$ cat src/rtl/core/max_heap_insert_and_sort_unit_defines.svh
// Assertion macros used by the heap unit's datapath RTL.
`ifndef MAX_HEAP_INSERT_AND_SORT_UNIT_DEFINES_SVH
`define MAX_HEAP_INSERT_AND_SORT_UNIT_DEFINES_SVH

// Property that must hold in the same cycle.
`define MHS_ASSERT_NOW(label, ante, cons, msg) \
  label: assert property (@(posedge clk_i) disable iff (!rst_ni) (ante) |-> (cons)) \
    else $error(msg);

// Property that must hold in the cycle after the antecedent.
`define MHS_ASSERT_NEXT(label, ante, cons, msg) \
  label: assert property (@(posedge clk_i) disable iff (!rst_ni) (ante) |=> (cons)) \
    else $error(msg);

`endif

$ cat src/rtl/core/mhs_pkg.sv
// Shared constants, codes and controller/datapath interface types of the heap unit.
package mhs_pkg;

  localparam int DEPTH = 64;
  localparam int AW    = (DEPTH > 1) ? $clog2(DEPTH) : 1;
  localparam int CW    = $clog2(DEPTH + 1);

  localparam logic [1:0] ACT_INSERT  = 2'd0;
  localparam logic [1:0] ACT_DISPLAY = 2'd1;
  localparam logic [1:0] ACT_SORT    = 2'd2;

  localparam logic [1:0] ST_OK    = 2'd0;
  localparam logic [1:0] ST_FULL  = 2'd1;
  localparam logic [1:0] ST_EMPTY = 2'd2;

  typedef enum logic [3:0] {
    OP_NONE,
    OP_LOAD,
    OP_INS_RD,
    OP_INS_MOVE,
    OP_INS_PLACE,
    OP_EMIT_INS,
    OP_EMIT_FULL,
    OP_EMIT_EMPTY,
    OP_SRT_RD,
    OP_SRT_SWAP,
    OP_SD_RD,
    OP_SD_MOVE,
    OP_SD_PLACE,
    OP_RD_I,
    OP_EMIT
  } dp_op_e;

  typedef struct packed {
    dp_op_e op;
    logic   clear_count;
  } cmd_t;

  typedef struct packed {
    logic full;
    logic empty;
    logic at_root;
    logic leaf;
    logic sort_done;
    logic up_move;
    logic dn_move;
    logic emit_last;
    logic out_free;
  } stat_t;

endpackage

$ cat src/rtl/core/mhs_datapath.sv
// Heap datapath: element store, pointers, comparators and output register.
`include "max_heap_insert_and_sort_unit_defines.svh"

module mhs_datapath
  import mhs_pkg::*;
(
  input  logic               clk_i,
  input  logic               rst_ni,
  input  logic signed [31:0] value_i,
  input  cmd_t               cmd_i,
  output stat_t              stat_o,
  input  logic               out_ready_i,
  output logic               out_valid_o,
  output logic signed [31:0] out_element_o,
  output logic               out_last_o,
  output logic [1:0]         out_status_o
);

  logic signed [31:0] mem [DEPTH];

  logic signed [31:0] rd_a_q, rd_b_q;
  logic signed [31:0] v_q, v_d;
  logic [CW-1:0]      p_q, p_d;
  logic [CW-1:0]      end_q, end_d;
  logic [CW-1:0]      count_q, count_d;
  logic [AW-1:0]      i_q, i_d;
  logic               out_valid_q, out_valid_d;
  logic signed [31:0] out_element_q;
  logic               out_last_q;
  logic [1:0]         out_status_q;

  logic               rd_a_en, rd_b_en;
  logic [AW-1:0]      ra, rb;
  logic               wr_en;
  logic [AW-1:0]      wa;
  logic signed [31:0] wd;

  logic [CW:0]        two_p;
  logic               has_right;
  logic               pick_right;
  logic signed [31:0] child_val;
  logic [CW-1:0]      child_pos;
  logic               emit_last;
  logic               out_free;
  logic               emit;
  logic signed [31:0] emit_element;
  logic [1:0]         emit_status;

  assign two_p      = {p_q, 1'b0};
  assign has_right  = (two_p + (CW+1)'(1)) <= {1'b0, end_q};
  assign pick_right = has_right && (rd_b_q > rd_a_q);
  assign child_val  = pick_right ? rd_b_q : rd_a_q;
  assign child_pos  = pick_right ? CW'(two_p + (CW+1)'(1)) : CW'(two_p);
  assign emit_last  = (CW'(i_q) + CW'(1)) == count_q;
  assign out_free   = !out_valid_q || out_ready_i;

  assign stat_o.full      = (count_q == CW'(DEPTH));
  assign stat_o.empty     = (count_q == '0);
  assign stat_o.at_root   = (p_q == CW'(1));
  assign stat_o.leaf      = two_p > {1'b0, end_q};
  assign stat_o.sort_done = (end_q <= CW'(1));
  assign stat_o.up_move   = v_q > rd_a_q;
  assign stat_o.dn_move   = child_val > v_q;
  assign stat_o.emit_last = emit_last;
  assign stat_o.out_free  = out_free;

  always_comb begin
    rd_a_en      = 1'b0;
    rd_b_en      = 1'b0;
    ra           = '0;
    rb           = '0;
    wr_en        = 1'b0;
    wa           = AW'(p_q - CW'(1));
    wd           = v_q;
    v_d          = v_q;
    p_d          = p_q;
    end_d        = end_q;
    count_d      = count_q;
    i_d          = i_q;
    emit         = 1'b0;
    emit_element = '0;
    emit_status  = ST_OK;
    case (cmd_i.op)
      OP_LOAD: begin
        v_d   = value_i;
        p_d   = count_q + CW'(1);
        end_d = count_q;
        i_d   = '0;
      end
      OP_INS_RD: begin
        rd_a_en = 1'b1;
        ra      = AW'((p_q >> 1) - CW'(1));
      end
      OP_INS_MOVE: begin
        wr_en = 1'b1;
        wd    = rd_a_q;
        p_d   = p_q >> 1;
      end
      OP_INS_PLACE: begin
        wr_en   = 1'b1;
        count_d = count_q + CW'(1);
      end
      OP_EMIT_INS: begin
        emit         = 1'b1;
        emit_element = v_q;
      end
      OP_EMIT_FULL: begin
        emit        = 1'b1;
        emit_status = ST_FULL;
      end
      OP_EMIT_EMPTY: begin
        emit        = 1'b1;
        emit_status = ST_EMPTY;
      end
      OP_SRT_RD: begin
        rd_a_en = 1'b1;
        rd_b_en = 1'b1;
        ra      = '0;
        rb      = AW'(end_q - CW'(1));
      end
      OP_SRT_SWAP: begin
        // old root goes to the tail, old tail sifts down from the root
        wr_en = 1'b1;
        wa    = AW'(end_q - CW'(1));
        wd    = rd_a_q;
        v_d   = rd_b_q;
        p_d   = CW'(1);
        end_d = end_q - CW'(1);
      end
      OP_SD_RD: begin
        rd_a_en = 1'b1;
        rd_b_en = 1'b1;
        ra      = AW'(two_p - (CW+1)'(1));
        rb      = AW'(two_p);
      end
      OP_SD_MOVE: begin
        wr_en = 1'b1;
        wd    = child_val;
        p_d   = child_pos;
      end
      OP_SD_PLACE: begin
        wr_en = 1'b1;
      end
      OP_RD_I: begin
        rd_a_en = 1'b1;
        ra      = i_q;
      end
      OP_EMIT: begin
        emit         = 1'b1;
        emit_element = rd_a_q;
        i_d          = i_q + AW'(1);
        if (cmd_i.clear_count && emit_last) begin
          count_d = '0;
        end
      end
      default: begin
      end
    endcase
  end

  always_ff @(posedge clk_i) begin
    if (wr_en) begin
      mem[wa] <= wd;
    end
    if (rd_a_en) begin
      rd_a_q <= mem[ra];
    end
    if (rd_b_en) begin
      rd_b_q <= mem[rb];
    end
  end

  always_ff @(posedge clk_i) begin
    v_q   <= v_d;
    p_q   <= p_d;
    end_q <= end_d;
    i_q   <= i_d;
    if (emit) begin
      out_element_q <= emit_element;
      out_last_q    <= (cmd_i.op == OP_EMIT) ? emit_last : 1'b1;
      out_status_q  <= emit_status;
    end
  end

  always_comb begin
    out_valid_d = out_valid_q;
    if (emit) begin
      out_valid_d = 1'b1;
    end else if (out_ready_i) begin
      out_valid_d = 1'b0;
    end
  end

  always_ff @(posedge clk_i or negedge rst_ni) begin
    if (!rst_ni) begin
      count_q     <= '0;
      out_valid_q <= 1'b0;
    end else begin
      count_q     <= count_d;
      out_valid_q <= out_valid_d;
    end
  end

  assign out_valid_o   = out_valid_q;
  assign out_element_o = out_element_q;
  assign out_last_o    = out_last_q;
  assign out_status_o  = out_status_q;

  `MHS_ASSERT_NOW(a_emit_needs_room, emit, out_free, "item loaded while output stalled")
  `MHS_ASSERT_NEXT(a_place_counts, cmd_i.op == OP_INS_PLACE, count_q == $past(count_q) + CW'(1), "count not bumped on insert")
  `MHS_ASSERT_NOW(a_sift_in_bound, cmd_i.op == OP_SD_RD, two_p <= {1'b0, end_q}, "sift-down read past bound")
  `MHS_ASSERT_NOW(a_sift_up_not_root, cmd_i.op == OP_INS_RD, p_q > CW'(1), "sift-up read above root")

endmodule

$ cat src/rtl/core/mhs_ctrl.sv
// Heap controller: sequences insert, display and heapsort over the datapath.
module mhs_ctrl
  import mhs_pkg::*;
(
  input  logic       clk_i,
  input  logic       rst_ni,
  input  logic       in_valid_i,
  input  logic [1:0] action_i,
  output logic       in_ready_o,
  input  stat_t      stat_i,
  output cmd_t       cmd_o
);

  localparam logic [3:0] S_IDLE      = 4'd0;
  localparam logic [3:0] S_INS_RD    = 4'd1;
  localparam logic [3:0] S_INS_CMP   = 4'd2;
  localparam logic [3:0] S_INS_EMIT  = 4'd3;
  localparam logic [3:0] S_FULL      = 4'd4;
  localparam logic [3:0] S_EMPTY     = 4'd5;
  localparam logic [3:0] S_SRT_RD    = 4'd6;
  localparam logic [3:0] S_SRT_SWAP  = 4'd7;
  localparam logic [3:0] S_SD_RD     = 4'd8;
  localparam logic [3:0] S_SD_CMP    = 4'd9;
  localparam logic [3:0] S_DISP_RD   = 4'd10;
  localparam logic [3:0] S_DISP_EMIT = 4'd11;

  logic [3:0] state_q, state_d;
  logic       sort_q, sort_d;
  logic       accept;

  assign in_ready_o = (state_q == S_IDLE);
  assign accept     = in_ready_o && in_valid_i;

  always_comb begin
    state_d           = state_q;
    sort_d            = sort_q;
    cmd_o.op          = OP_NONE;
    cmd_o.clear_count = 1'b0;
    case (state_q)
      S_IDLE: begin
        if (accept) begin
          cmd_o.op = OP_LOAD;
          sort_d   = (action_i == ACT_SORT);
          case (action_i)
            ACT_INSERT:  state_d = stat_i.full ? S_FULL : S_INS_RD;
            ACT_DISPLAY: state_d = stat_i.empty ? S_EMPTY : S_DISP_RD;
            ACT_SORT:    state_d = stat_i.empty ? S_EMPTY : S_SRT_RD;
            default:     state_d = S_IDLE;
          endcase
        end
      end
      S_INS_RD: begin
        if (stat_i.at_root) begin
          cmd_o.op = OP_INS_PLACE;
          state_d  = S_INS_EMIT;
        end else begin
          cmd_o.op = OP_INS_RD;
          state_d  = S_INS_CMP;
        end
      end
      S_INS_CMP: begin
        if (stat_i.up_move) begin
          cmd_o.op = OP_INS_MOVE;
          state_d  = S_INS_RD;
        end else begin
          cmd_o.op = OP_INS_PLACE;
          state_d  = S_INS_EMIT;
        end
      end
      S_INS_EMIT: begin
        if (stat_i.out_free) begin
          cmd_o.op = OP_EMIT_INS;
          state_d  = S_IDLE;
        end
      end
      S_FULL: begin
        if (stat_i.out_free) begin
          cmd_o.op = OP_EMIT_FULL;
          state_d  = S_IDLE;
        end
      end
      S_EMPTY: begin
        if (stat_i.out_free) begin
          cmd_o.op = OP_EMIT_EMPTY;
          state_d  = S_IDLE;
        end
      end
      S_SRT_RD: begin
        if (stat_i.sort_done) begin
          state_d = S_DISP_RD;
        end else begin
          cmd_o.op = OP_SRT_RD;
          state_d  = S_SRT_SWAP;
        end
      end
      S_SRT_SWAP: begin
        cmd_o.op = OP_SRT_SWAP;
        state_d  = S_SD_RD;
      end
      S_SD_RD: begin
        if (stat_i.leaf) begin
          cmd_o.op = OP_SD_PLACE;
          state_d  = S_SRT_RD;
        end else begin
          cmd_o.op = OP_SD_RD;
          state_d  = S_SD_CMP;
        end
      end
      S_SD_CMP: begin
        if (stat_i.dn_move) begin
          cmd_o.op = OP_SD_MOVE;
          state_d  = S_SD_RD;
        end else begin
          cmd_o.op = OP_SD_PLACE;
          state_d  = S_SRT_RD;
        end
      end
      S_DISP_RD: begin
        cmd_o.op = OP_RD_I;
        state_d  = S_DISP_EMIT;
      end
      S_DISP_EMIT: begin
        if (stat_i.out_free) begin
          cmd_o.op          = OP_EMIT;
          cmd_o.clear_count = sort_q;
          state_d           = stat_i.emit_last ? S_IDLE : S_DISP_RD;
        end
      end
      default: begin
        state_d = S_IDLE;
      end
    endcase
  end

  always_ff @(posedge clk_i or negedge rst_ni) begin
    if (!rst_ni) begin
      state_q <= S_IDLE;
      sort_q  <= 1'b0;
    end else begin
      state_q <= state_d;
      sort_q  <= sort_d;
    end
  end

endmodule

$ cat src/rtl/core/max_heap_insert_and_sort_unit.sv
// Binary max-heap with insert, display in array order and heapsort, top level.
//
// Input channel s_axis: tuser carries the action (insert, display, sort), tdata
// the signed value to insert. Output channel m_axis: tdata the element, tuser
// the status (ok, full, empty), tlast marks the final item of each run.
// An insert gives one item: the value, or status full with element zero.
// Display or sort on an empty heap gives one item with status empty.
// Display gives the stored elements in array order; sort gives them ascending
// and then leaves the heap empty. Action code three is taken and ignored.
// One item is worked on at a time; s_axis_tready is high only when idle.
// Each insert sift-up level reads the parent through the registered read port of
// the single-write element store, then compares and moves it down. Display reads
// and then emits each element. Sort does, per element but the last, a root swap
// (read root and tail, then swap), a read and compare per sift-down level and a
// place of the moved element, then a finish step. Results go through an output
// register, so a stall on m_axis holds the block in its emit step without loss.
// Reset empties the heap and clears the output valid; the store is not cleared.
module max_heap_insert_and_sort_unit
  import mhs_pkg::*;
(
  input  logic        clk_i,
  input  logic        rst_ni,
  input  logic        s_axis_tvalid,
  output logic        s_axis_tready,
  input  logic [31:0] s_axis_tdata,  // [31:0] value
  input  logic [1:0]  s_axis_tuser,  // [1:0] action
  output logic        m_axis_tvalid,
  input  logic        m_axis_tready,
  output logic [31:0] m_axis_tdata,  // [31:0] element
  output logic        m_axis_tlast,
  output logic [1:0]  m_axis_tuser   // [1:0] status
);

  cmd_t               cmd;
  stat_t              stat;
  logic signed [31:0] out_element;

  mhs_ctrl u_ctrl (
    .clk_i      (clk_i),
    .rst_ni     (rst_ni),
    .in_valid_i (s_axis_tvalid),
    .action_i   (s_axis_tuser),
    .in_ready_o (s_axis_tready),
    .stat_i     (stat),
    .cmd_o      (cmd)
  );

  mhs_datapath u_datapath (
    .clk_i         (clk_i),
    .rst_ni        (rst_ni),
    .value_i       (s_axis_tdata),
    .cmd_i         (cmd),
    .stat_o        (stat),
    .out_ready_i   (m_axis_tready),
    .out_valid_o   (m_axis_tvalid),
    .out_element_o (out_element),
    .out_last_o    (m_axis_tlast),
    .out_status_o  (m_axis_tuser)
  );

  assign m_axis_tdata = out_element;

endmodule
$ cat config.mk
export PLATFORM = sky130hd
export DESIGN_NAME = max_heap_insert_and_sort_unit
export DESIGN_NICKNAME = d
export VERILOG_FILES = /design/src/rtl/core/mhs_pkg.sv /design/src/rtl/core/mhs_datapath.sv /design/src/rtl/core/mhs_ctrl.sv /design/src/rtl/core/max_heap_insert_and_sort_unit.sv
export VERILOG_INCLUDE_DIRS = /design/src /design/src/rtl/core
export SDC_FILE = /design/constraint.sdc
export NUM_CORES = 2
export LEC_CHECK = 0
export BUFFER_PORTS_ARGS = -buffer_cell sky130_fd_sc_hd__buf_4
export CAP_MARGIN = 20
export CORE_UTILIZATION = 35
export DETAILED_ROUTE_END_ITERATION = 8
export SETUP_SLACK_MARGIN = 0.15
export SLEW_MARGIN = 30
export SYNTH_ARGS = -nofsm -noshare
export SYNTH_HDL_FRONTEND = slang
export SYNTH_SLANG_ARGS = --single-unit
$ cat constraint.sdc
create_clock -name clk_i -period 13 [get_ports clk_i]
set_clock_uncertainty 0.1 [all_clocks]
set_input_delay 2.6 -clock clk_i [delete_from_list [all_inputs] [get_ports clk_i]]
set_output_delay 2.6 -clock clk_i [all_outputs]
set_load 0.02 [all_outputs]
==> results.tsv <==
stage	metric	value	unit
place	DP Area	113000	sq um
die	io pins	75	
die	row cnt	202	
clocking	H-tree Lvls	4	
sta	Max Clk Rate	112	MHz
finish	Area Overhead vs Synth	12.9	%
sta	hold_ws	0.402	ns
clocking	PostCTS Resize Cnt	0	
global_route	GRT Total Usage	0.256	
finish	final std cells w/o fill	12745	
flow_run	maxcap violations	0	
critical_path	CP max stage delay	0.85	ns
yosys	Seq cells post-synth	2212	
yosys	Post-Synthesis Cell Area	107000	sq um
yosys	Seq/Total Area, Yosys	0.620	
yosys	EDFF count, synth	2199	
detailed_routing	WL/cell	31.9	microns
finish	commonest cells after routing, fill and taps aside	nand2_1 (2,415), edfxtp_1 (2,199), nand3_1 (967)	
detailed_routing	via count	80634	
sta	post-route clock period utilization	0.686	
finish	commonest non-fill, non-tap cell in the layout	nand2_1	
global_route	vias in the first global route	75366	
power_and_ir_drop	leakage power	0.0397	uW
clocking	buffer depth of the longest clock path	3	
yosys	post-synth top area cell	edfxtp_1	
yosys	YS warnings	0	
critical_path	Max Fanout on Critical Path	64	
yosys	Synth top area share	0.617	
yosys	Synth Area per Inst	12.6	sq um
sta	max-slew violation count	0	
global_route	first-pass GRT wire length	570	mm
critical_path	critical path buffer and inverter count	2	
finish	Layout Nets	8578	
clocking	clock sink count	2212	
detailed_routing	router iterations before antenna repair	6	
clocking	cts hold-fix bufs	0	
min_path	Hold Path Origin	u_ctrl.sort_q$_DFFE_PN0P_	
detailed_routing	# DRC	0	
die	initial core utilization	0.353	
clocking	Post-CTS Setup Inserts	0	
detailed_routing	total detailed-routing wirelength	407	mm
clocking	CTS tree	built	
critical_path	Critical Path RT	13.43	ns
die	Die W	555	microns
critical_path	cells along the critical path	ha_1 > nand4_1 > nor2_1 > nand3_1 > nand3b_1 > nor4_1 > a21oi_1 > o41ai_1 > a21o_2 > mux2_2 > ha_1 > nand4_1 > nor3_1 > a21boi_0 > o41a_1 > o21ai_0 > a32oi_1 > nor3b_4 > buf_4 > a211o_1 > buf_4 > a221o_4	
sta	final hold viol count	0	
clocking	CTS Buf Count	232	
sta	final period demand of the worst path	8.92	ns
die	die area	308000	sq um
yosys	Post-Syn Instances	8514	
detailed_routing	Vias per Instance	6.33	
critical_path	Top Family by Delay on Critical Path	compound AO/OA/AOI/OAI gates	
global_route	initial antenna violation count	61	
yosys	synth top area cells	edfxtp_1 (62%), mux4_2 (11%), nand2_1 (8.5%), nand3_1 (4.5%), a31oi_1 (1.7%)	
yosys	Async SR Flop Fraction	0.00588	
critical_path	Crit Path Category	register to register	
clocking	clock transition at the registers of the reported paths	0.06	ns
clocking	clock latency on the worst-skew pair	0.91	ns
sta	RSZ-0062 raised after global routing	no	
outcome	outcome	finished clean	
critical_path	Critical Path Source Type	register	
yosys	Main synth FF type	edfxtp_1	
critical_path	Crit path arrival time	9.35	ns
critical_path	worst setup path startpoint	u_datapath.rd_b_q[26]$_DFFE_PN_	
finish	# fillers	27890	
critical_path	worst flop-to-flop path startpoint	u_datapath.rd_b_q[26]$_DFFE_PN_	
yosys	Synth cell types	79	
finish	Finished Cell Area	121000	sq um
detailed_routing	initial drt markers	14690	
critical_path	CP max stage cell	a221o_4	
clocking	clk root buf	clkbuf_16	
die	core box area	304000	sq um
power_and_ir_drop	Peak VDD IR	0.207	mV
global_route	total grt overflow	0	
sta	Setup violations, final	0	
critical_path	CP Capture Type	register	
finish	share of layout cells above drive strength 1	0.161	
global_route	largest net degree at the start of global routing	145	
min_path	worst min path class	register to register	
sta	Least-Margin Pin Slew	1.17	ns
detailed_routing	Detail Route Antenna Nets	0	
power_and_ir_drop	pwr dens	240	nW/um^2
sta	Slew HR	0.217	
sta	setup_tns	0	ns
place	PortBufs	74	
die	Die Y	555	microns
yosys	Mapped Nets	8664	
place	Placed Instances	12271	
critical_path	reg2reg setup slack	4.08	ns
place	HPWL after detailed placement	252	mm
place	final estimated routing congestion in global placement	0.949	
## through the flow
stage                     worst slack, ns  power [uW]  utilization
after CTS                            4.05       28500        0.398
after global placement               3.89       21500        0.372
after global routing                 3.81       29700        0.398
after floorplan                      4.51       16500            -
final                                4.08       29000        0.398
after detailed placement             4.07       21700        0.372
## sequential cells by signal, indices dropped and copies added, names as in the netlist
name	cells
u_datapath.out_status_o	2
u_datapath.rd_b_q	32
u_datapath.p_q	7
u_datapath.rd_a_q	32
u_ctrl.sort_q	1
u_ctrl.state_q	4
u_datapath.end_q	7
u_datapath.i_q	6
u_datapath.out_element_o	32
u_datapath.out_valid_o	1
u_datapath.out_last_o	1
u_datapath.mem	2048
u_datapath.count_q	7
u_datapath.v_q	32
## cell usage after synthesis (15+ instances only)
cell,instances
nand2_1,2426
edfxtp_1,2199
nand3_1,967
mux4_2,512
clkbuf_1,375
a31oi_1,290
and3_1,154
a32oi_1,147
a21oi_1,144
buf_2,144
a22oi_1,140
ha_1,112
inv_1,89
nor3_1,80
buf_1,71
buf_4,65
o21ai_0,65
nor2_1,59
nor4_1,42
mux2i_1,40
a221o_1,37
nand4_1,36
mux2_2,32
or4_1,29
a21o_1,22
a221oi_1,19
and4_1,19
xnor2_1,15
## per-layer routing
metal,wire (microns),up-vias,global-route usage
met2,174000,6521,0.375
met4,20400,54,0.116
met1,149000,40581,0.342
li1,-,32377,-
met3,62200,1101,0.0885
met5,480,-,0
## cells by family after synthesis
kind of cell	count (synthesis)	share of synthesized area
buffers and inverters	747	0.0303
AND/OR/NAND/NOR	3868	0.157
multiplexers	584	0.115
XOR/XNOR	28	0.00229
adder cells (fa/ha/maj)	112	0.0131
AO/OA/AOI/OAI	963	0.0631
flip-flops	2212	0.620
## final timing paths
kind,end,cells past startpoint
worst max-delay path,u_datapath.mem[45][26]$_DFFE_PP_,22
worst min-delay path,u_ctrl.sort_q$_DFFE_PN0P_,2
worst max register to register,u_datapath.mem[45][26]$_DFFE_PP_,22
worst min register to register,u_ctrl.sort_q$_DFFE_PN0P_,2
max in group asynchronous,u_datapath.count_q[3]$_DFFE_PN0P_,1
min in group asynchronous,u_ctrl.state_q[2]$_DFFE_PN0P_,1
## where the power goes
group          leakage (uW)  switching, uW  total [uW]  internal, uW
sequential           0.0200            302       10100          9780
combinational        0.0160           9150       12100          2920
clock               0.00375           2930        6860          3930
## worst register-to-register path: stages, from the launching register on
cell and delay, ns:
edfxtp_1 0.45, ha_1 0.34, nand4_1 0.15, nor2_1 0.23
nand3_1 0.15, nand3b_1 0.24, nor4_1 0.65, a21oi_1 0.09
o41ai_1 0.10, a21o_2 0.79, mux2_2 0.46, ha_1 0.32
nand4_1 0.20, nor3_1 0.49, a21boi_0 0.26, o41a_1 0.25
o21ai_0 0.10, a32oi_1 0.38, nor3b_4 0.28, buf_4 0.52
a211o_1 0.57, buf_4 0.42, a221o_4 0.88
## layout make-up
| type | instances | area (sq um) | share of cell area |
|---|---|---|---|
| flip-flops and latches | 2212 | 66400 | 0.549 |
| multi-input cells | 5555 | 38500 | 0.318 |
| clock buffers | 291 | 6130 | 0.0507 |
| well taps | 4080 | 5100 | 0.0422 |
| repair buffers | 338 | 2890 | 0.0239 |
| clock inverters | 150 | 1600 | 0.0132 |
| inverters | 89 | 334 | 0.00276 |
| diodes | 30 | 75.1 | 0.000621 |
Power figures use the tool's default switching activity.
